[src/hw/rtl/stoc_pkg.sv]
// ----------------------------------------------------------------------------
// stoc_pkg
// Shared types and constants for the sorted-table occurrence counter.
// ----------------------------------------------------------------------------
`default_nettype none

package stoc_pkg;

  localparam int TABLE_DEPTH = 1024;
  localparam int ADDR_W      = $clog2(TABLE_DEPTH);
  localparam int CNT_W       = ADDR_W + 2;   // signed search bound, holds -1..depth
  localparam int CFG_W       = 11;           // entry_count register
  localparam int IDX_W       = 10;           // index field
  localparam int VAL_W       = 32;           // value field
  localparam int OCC_W       = 11;           // occurrences field
  localparam int POS_W       = 10;           // first_position field
  localparam int IN_DATA_W   = 48;           // index + value, padded to bytes
  localparam int OUT_DATA_W  = 24;           // occurrences + first_position, padded

  typedef enum logic {
    OP_WRITE = 1'b0,
    OP_QUERY = 1'b1
  } stoc_op_t;

  typedef enum logic [1:0] {
    ST_IDLE,
    ST_PROBE,
    ST_CMP,
    ST_DONE
  } stoc_state_t;

  typedef struct packed {
    logic wr_en;     // store the accepted write item
    logic start;     // latch key, open the leftmost search
    logic restart;   // open the rightmost search
    logic rd_en;     // read the table at the midpoint
    logic cmp_en;    // compare and narrow the bounds
    logic load_out;  // load the result register
  } stoc_cmd_t;

  typedef struct packed {
    logic in_range;   // lo <= hi
    logic pass_last;  // rightmost search running
    logic out_busy;   // result register holds an untaken result
  } stoc_sts_t;

endpackage

`default_nettype wire

[src/hw/rtl/stoc_ctrl.sv]
// ----------------------------------------------------------------------------
// stoc_ctrl
// Sequencer for table writes and the two binary searches of a query.
// ----------------------------------------------------------------------------
`default_nettype none

module stoc_ctrl (
  input  wire logic                clk,
  input  wire logic                rst_n,
  input  wire logic                in_tvalid,
  input  wire logic                in_op,
  output logic                     in_tready,
  input  wire stoc_pkg::stoc_sts_t sts,
  output stoc_pkg::stoc_cmd_t      cmd
);
  import stoc_pkg::*;

  stoc_state_t state_r, state_nxt;
  logic        accept;

  assign in_tready = (state_r == ST_IDLE);
  assign accept    = in_tvalid && in_tready;

  always_ff @(posedge clk) begin
    if (!rst_n) begin
      state_r <= ST_IDLE;
    end else begin
      state_r <= state_nxt;
    end
  end

  always_comb begin
    state_nxt = state_r;
    unique case (state_r)
      ST_IDLE: begin
        if (accept && (in_op == OP_QUERY)) state_nxt = ST_PROBE;
      end
      ST_PROBE: begin
        if (sts.in_range)       state_nxt = ST_CMP;
        else if (sts.pass_last) state_nxt = ST_DONE;
      end
      ST_CMP: begin
        state_nxt = ST_PROBE;
      end
      ST_DONE: begin
        if (!sts.out_busy) state_nxt = ST_IDLE;
      end
      default: state_nxt = ST_IDLE;
    endcase
  end

  always_comb begin
    cmd = '0;
    unique case (state_r)
      ST_IDLE: begin
        cmd.wr_en = accept && (in_op == OP_WRITE);
        cmd.start = accept && (in_op == OP_QUERY);
      end
      ST_PROBE: begin
        cmd.rd_en   = sts.in_range;
        cmd.restart = !sts.in_range && !sts.pass_last;
      end
      ST_CMP: begin
        cmd.cmp_en = 1'b1;
      end
      ST_DONE: begin
        cmd.load_out = !sts.out_busy;
      end
      default: cmd = '0;
    endcase
  end

endmodule

`default_nettype wire

[config.mk]
export PLATFORM = sky130hd
export DESIGN_NAME = stoc_ctrl
export DESIGN_NICKNAME = d
export VERILOG_FILES = /design/src/hw/rtl/stoc_pkg.sv /design/src/hw/rtl/stoc_ctrl.sv
export SDC_FILE = /design/constraint.sdc
export NUM_CORES = 1
export LEC_CHECK = 0
export BUFFER_PORTS_ARGS = -buffer_cell sky130_fd_sc_hd__buf_2
export CAP_MARGIN = 20
export CORE_AREA = 2 2 39 41
export CTS_BUF_LIST = sky130_fd_sc_hd__clkbuf_4 sky130_fd_sc_hd__clkbuf_8
export DETAILED_ROUTE_END_ITERATION = 7
export DIE_AREA = 0 0 41 43
export GPL_TIMING_DRIVEN = 0
export PLACE_DENSITY = 0.3
export SLEW_MARGIN = 40
export SYNTH_ARGS = -nofsm -noshare
export SYNTH_HDL_FRONTEND = slang
export SYNTH_SLANG_ARGS = --single-unit
[constraint.sdc]
create_clock -name clk -period 2.55 [get_ports clk]
set_input_delay 0.255 -clock clk [delete_from_list [all_inputs] [get_ports clk]]
set_output_delay 0.255 -clock clk [all_outputs]
set_load 0.01 [all_outputs]
# Word-level counts from Yosys, hierarchy flattened

Cells that the tools add are included.

Equality and inequality tests: 6
Muxes and demuxes: 9
Bitwise operators: 1
Reduce and logical (&&, ||, !) cells: 9

Operators by type and width:

| kind                 | count |
|---|---|
| $mux W2              | 6 |
| $pmux W2 S4          | 1 |
| $eq A2 B2 Y1 const B | 2 |
| $logic_and A1 B1 Y1  | 4 |
| $logic_not A1 Y1     | 3 |
| $ne A3 B3 Y1 const B | 1 |
| $reduce_and A3 Y1    | 1 |
| $eq A2 B1 Y1 const B | 1 |
| $logic_not A2 Y1     | 1 |
| $mux W1              | 2 |
| $ne A2 B1 Y1 const B | 1 |
| $ne A2 B2 Y1 const B | 1 |
| $not A1 Y1           | 1 |

Bits in registers: 2
Input bits: 7
Output and inout port bits: 7

# Longest topological paths before layout

Gate-level depths: netlist of the first run.

Depth in word-level cells: 5
Mapped depth: 3

# Worst setup path before layout of the first run

Ideal clock, no wire load.

Path kind: reg-to-output
Start point: reg state_r[0]
End point: out cmd[5] in the netlist's numbering
Arrival time: 0.845 ns
Slack: 1.450 ns
Cell stages (with the launch flop): 4
Path buffers: 0
Cell sequence: dfxtp_1 nor2_1 nand2_1 nor2_1

RTL lines:

| element                  | RTL line        | source |
|---|---|---|
| start: declaration       | stoc_ctrl.sv:18 | `stoc_state_t state_r, state_nxt;` |
| start signal: assignment | stoc_ctrl.sv:28 | `state_r <= state_nxt;` |
| end: declaration         | stoc_ctrl.sv:14 | `output stoc_pkg::stoc_cmd_t cmd` |

==> flow_metrics.env, run 1 <==
export IMPL_end_kind="output pin"
export IMPL_maxCapViolCount=0
export IMPL_peakVddDrop_uv=170
export IMPL_rsz0062_at_grt="no"
export IMPL_grt_pass1_wl_um=676
export IMPL_fin_setup_tns_ps=0
export IMPL_clk_pin_slew_ps=30
export IMPL_synth_seq_area_share_pct=28.3
export IMPL_status="finished clean"
export IMPL_nets=43
export IMPL_ctsResizeCount=0
export IMPL_initial_core_util_pct=10.2
export IMPL_rows=14
export IMPL_io_pins=14
export IMPL_h_tree_depth=1
export IMPL_port_buffers=13
export IMPL_die_w_um=41
export IMPL_dieHeight_um=43
export IMPL_cts_tree="yes"
export IMPL_wl_per_cell_um=8.76
export IMPL_dieArea_um2=1760
export IMPL_largest_registers="state_r: 2 flops"
export IMPL_hold_slack_ps=275
export IMPL_fill_cells=166
export IMPL_post_cts_buffers=0
export IMPL_gr_total_overflow=0
export IMPL_num_vias=183
export IMPL_antenna_found_initial=0
export IMPL_clk_latency_ps=220
export IMPL_yosysWarnings=0
export IMPL_fin_cells=50
export IMPL_grt_pass1_vias=170
export IMPL_layout_common_cells="buf_2 (13), nand2_1 (4), clkbuf_4 (3)"
export IMPL_synth_distinct_cells=13
export IMPL_cts_buffers=3
export IMPL_grt_max_degree=8
export IMPL_finalSetupViolCount=0
export IMPL_largest_reg_flops=2
export IMPL_via_per_inst=3.66
export IMPL_gp_congestion=0.525
export IMPL_postCtsHoldBufs=0
export IMPL_worst_pin_slew_ps=270
export IMPL_p_per_area_nw_per_um2=554
export IMPL_report_final_slew_viol_count=0
export IMPL_ys_ff_latch=2
export IMPL_syn_inst=18
export IMPL_core_um2=1380
export IMPL_postRouteAntennaNets=0
export IMPL_clock_skew_ps=3.87
export IMPL_dr_first_iter_drc_count=0
export IMPL_crit_fanout=7
export IMPL_hold_violations=0
export IMPL_worstSetupPathType="reg2out"
export IMPL_relSlewSlack_pct=81.9
export IMPL_layout_commonest_cell="buf_2"
export IMPL_fmax_ghz=0.729
export IMPL_track_usage_pct=6.01
export IMPL_max_flop_register="state_r"
export IMPL_cts_buffer_depth=2
export IMPL_drc=0
export IMPL_diodes=0
export IMPL_cts_root_buf="clkbuf_4"
export IMPL_final_layout_size_suffix_gt1_share_pct=61.8
export IMPL_avgSynthCellArea_um2=7.85
export IMPL_p_leak_nw=0.142
export IMPL_first_pass_iters=1
export IMPL_cp_required_ps=2300
export IMPL_synth_fp_nets=25
export IMPL_clock_sinks=2
export IMPL_crit_path_start_kind="flip-flop"
export IMPL_post_route_period_util_pct=53.8
export IMPL_period_needed_ps=1370
export IMPL_finalWirelength_um=438
export IMPL_placed_cells_incl_taps=47
export IMPL_cp_arrival_ps=1120
export IMPL_areaGrowthSynthToFinish_pct=76.1
export IMPL_worstHoldPathType="in2reg"
export IMPL_syn_area_um2=141
[worst paths after layout]
kind                                start                 endpoint  slack, ps  depth (start not counted)
setup / recovery  state_r[0]$_SDFFE_PN0P_                   cmd[5]       1180                          4
hold reg to reg   state_r[0]$_SDFFE_PN0P_  state_r[1]$_SDFFE_PN0P_        500                          2
hold / removal                      rst_n  state_r[1]$_SDFFE_PN0P_        280                          3
setup reg to reg  state_r[1]$_SDFFE_PN0P_  state_r[0]$_SDFFE_PN0P_       1600                          3
[cell usage after synthesis]
library cell	n	share of area, %
nor2b_1	1	4.4
nor2_1	2	5.3
nor4b_2	1	11
and2b_2	1	6.2
o21ai_1	1	3.5
and2_2	1	5.3
dfxtp_1	2	28
nand2_1	4	11
and3_2	1	5.3
and3b_2	1	7.1
nor3_1	1	3.5
and2b_1	1	5.3
and3_1	1	4.4
[through the flow]
step                cell area, um^2  utilization [%]  power, mW  setup slack [ps]
floorplan                       141                -     0.0540              1450
global placement                226             16.4     0.0683              1440
detailed placement              226             16.4     0.0692              1400
CTS                             249             18.0      0.143              1160
global route                    249             18.0      0.148              1050
finish                          249             18.0      0.138              1180
[report_power, final]
group          total [mW]  leakage [nW]  switching, mW  internal (mW)
Clock              0.0694        0.0138         0.0175         0.0519
Sequential         0.0380        0.0165        0.00371         0.0343
Combinational      0.0307         0.112         0.0151         0.0156
Total               0.138         0.142         0.0363          0.102
[layout make-up]
cell class	instances	area, um^2	area share [%]
multi-input cells	16	101	40.7
repair buffers	13	65.1	26.1
flip-flops and latches	2	40.0	16.1
clock buffers	3	22.5	9.05
well taps	16	20.0	8.04
[critical path: stages, from the launching register on]
cell and delay [ps]:
dfxtp_1 340, nor2_1 220, nand2_1 90, nor2_1 100, buf_2 140
[routing by layer]
layer  track usage [%]  wire length, um  up-vias
met5                 0                0        -
met3              6.28               80        0
li1                  -                -       93
met2              6.56              152       14
met1              7.64              205       76
met4              2.00                0        0
[logic make-up after synthesis]
group	Yosys count	synth area share, %
AO/OA/AOI/OAI	1	3.54
flip-flops	2	28.3
AND/OR/NAND/NOR	15	68.1
No activity file was read; power rests on OpenSTA's default activity.
==> run 2, diff against run 1 <==
Settings changed: PLACE_DENSITY 0.3 to 0.31.
Clock period 2.55 ns to 1.2 ns, I/O delays scaled along.
==> run 2 against run 1 <==
  * Non-clock buffer count up 2
  * Worst setup slack worse by 1100 ps
  * First-iteration DRC count up 1
  * Count of clock-buffer cells in the layout unchanged
  * Critical path type unchanged
  * Highest routed layer unchanged
  * Sequential share of layout area down 0.70 points
  * Final cell count up 4.0%
==> flow_metrics.env, run 2 (synthesized netlist as in run 1, its figures left out) <==
export IMPL_dr_first_iter_drc_count=1
export IMPL_placed_area_um2=226
export IMPL_clk_latency_ps=220
export IMPL_finalWirelength_um=467
export IMPL_internal_power_mw=0.225
export IMPL_cp_arrival_ps=1010
export IMPL_grt_pass1_vias=188
export IMPL_via_per_inst=3.62
export IMPL_cts_tree="yes"
export IMPL_largest_reg_flops=2
export IMPL_postRouteAntennaNets=0
export IMPL_largest_registers="state_r: 2 flops"
export IMPL_diodes=0
export IMPL_cts_buffers=3
export IMPL_maxCapViolCount=0
export IMPL_initial_core_util_pct=10.2
export IMPL_hold_violations=0
export IMPL_layout_common_cells="buf_2 (12), nand2_1 (4), clkbuf_4 (3)"
export IMPL_antenna_found_initial=0
export IMPL_period_needed_ps=1130
export IMPL_fmax_ghz=0.882
export IMPL_wl_per_cell_um=8.98
export IMPL_hold_path_startpoint="rst_n"
export IMPL_nets=45
export IMPL_p_clk_share_pct=47.7
export IMPL_dpl_hpwl_um=346
export IMPL_p_leak_nw=0.159
export IMPL_max_flop_register="state_r"
export IMPL_track_usage_pct=6.01
export IMPL_crit_path_start_kind="flip-flop"
export IMPL_status="finished clean"
export IMPL_cp_slowest_stage_delay_ps=350
export IMPL_design_area_um2=293
export IMPL_clock_sinks=2
export IMPL_fin_cells=52
export IMPL_peakVddDrop_uv=271
export IMPL_post_route_period_util_pct=94.5
export IMPL_cts_root_buf="clkbuf_4"
export IMPL_rrSetupSlack_ps=80
export IMPL_rows=14
export IMPL_core_um2=1380
export IMPL_h_tree_depth=1
export IMPL_first_pass_iters=4
export IMPL_fill_cells=160
export IMPL_final_layout_size_suffix_gt1_share_pct=72.2
export IMPL_crit_fanout=7
export IMPL_power_frac_seq_pct=27.8
export IMPL_power_frac_comb_pct=24.5
export IMPL_port_buffers=13
export IMPL_relSlewSlack_pct=86.4
export IMPL_dieHeight_um=43
export IMPL_regToRegEndpoint="state_r[0]$_SDFFE_PN0P_"
export IMPL_power_switching_mw=0.0829
export IMPL_holdPathStages=3
export IMPL_die_w_um=41
export IMPL_cp_slowest_cell="dfxtp_2"
export IMPL_layout_commonest_cell="buf_2"
export IMPL_clock_skew_ps=0.107
export IMPL_io_pins=14
export IMPL_areaGrowthSynthToFinish_pct=107
export IMPL_cp_required_ps=1080
export IMPL_cp_cell_sequence="nor2_4 > and3_2 > buf_2"
export IMPL_hold_path_end="state_r[1]$_SDFFE_PN0P_"
export IMPL_clk_pin_slew_ps=30
export IMPL_rr_startpoint="state_r[1]$_SDFFE_PN0P_"
export IMPL_rr_worst_depth=5
export IMPL_p_per_area_nw_per_um2=1050
export IMPL_p_total_mw=0.308
export IMPL_postCtsHoldBufs=0
export IMPL_critPathBufInv=1
export IMPL_worstSetupPathType="reg2out"
export IMPL_end_kind="output pin"
export IMPL_cp_top_family="flip-flops"
export IMPL_num_vias=188
export IMPL_crit_start="state_r[0]$_SDFFE_PN0P_"
export IMPL_gp_congestion=0.557
export IMPL_gr_total_overflow=0
export IMPL_placed_cells_incl_taps=47
export IMPL_worst_pin_slew_ps=203
export IMPL_cts_buffer_depth=2
export IMPL_report_final_slew_viol_count=0
export IMPL_grt_max_degree=8
export IMPL_finalSetupViolCount=0
export IMPL_sw_frac_of_total_pct=26.9
export IMPL_drc=0
export IMPL_final_util_pct=21.2
export IMPL_worstHoldPathType="in2reg"
export IMPL_dieArea_um2=1760
export IMPL_grt_pass1_wl_um=669
## run 2: cell type report
class                      count  area, um^2  area share, %
clock buffer                   3        22.5           7.69
multi-input combinational     16         119           40.6
timing repair buffer          15        86.3           29.5
sequential                     2        45.0           15.4
tap                           16        20.0           6.84
## run 2: worst max-delay path by stage
stage | endpoint | slack, ps | cells after the start
3_3_place_gp | cmd[4] | 210 | 3
5_1_grt | cmd[3] | -20 | 2
6_report | cmd[4] | 70 | 3
4_1_cts | cmd[3] | -20 | 2
3_5_place_dp | cmd[4] | 180 | 3
2_1_floorplan | state_r[1]$_SDFFE_PN0P_ | 230 | 2
## run 2: routing by layer
metal,up-vias,part of all wire [%],global-route usage (%),wire [um]
li1,98,-,-,-
met1,77,48,7.03,222
met2,13,42,7.19,197
met3,0,10,1.57,47
met4,0,0,8.00,0
met5,-,0,0,0
## run 2: per-stage QoR
step,worst slack (ps),setup TNS (ps),hold WS (ps)
finish,65.9,0,139
CTS,-21.1,-34.1,137
detailed placement,184,0,375
global route,-16.4,-16.4,142
floorplan,234,0,246
global placement,215,0,378
## run 2: what timing repair did
| item | in CTS | in global routing |
|---|---|---|
| endpoints found under the setup margin | 4 | 4 |
| setup buffers | 1 | 1 |
| resized for setup | 1 | 7 |
| pin swaps | 0 | 1 |
## run 2: power groups by stage
| stage | registers [mW] | logic, mW | clock network, mW |
|---|---|---|---|
| finish | 0.0855 | 0.0755 | 0.147 |
| global route | 0.0863 | 0.0836 | 0.169 |
| CTS | 0.0817 | 0.0682 | 0.160 |
| detailed placement | 0.0817 | 0.0651 | 0 |
| global placement | 0.0814 | 0.0639 | 0 |
| floorplan | 0.0794 | 0.0354 | 0 |
## run 2: worst register-to-register path, cell delays in order, from the launching register on
cell and delay [ps]:
dfxtp_4 360, and2b_1 170, buf_4 130, buf_4 120, o21ai_1 120, and3_1 150
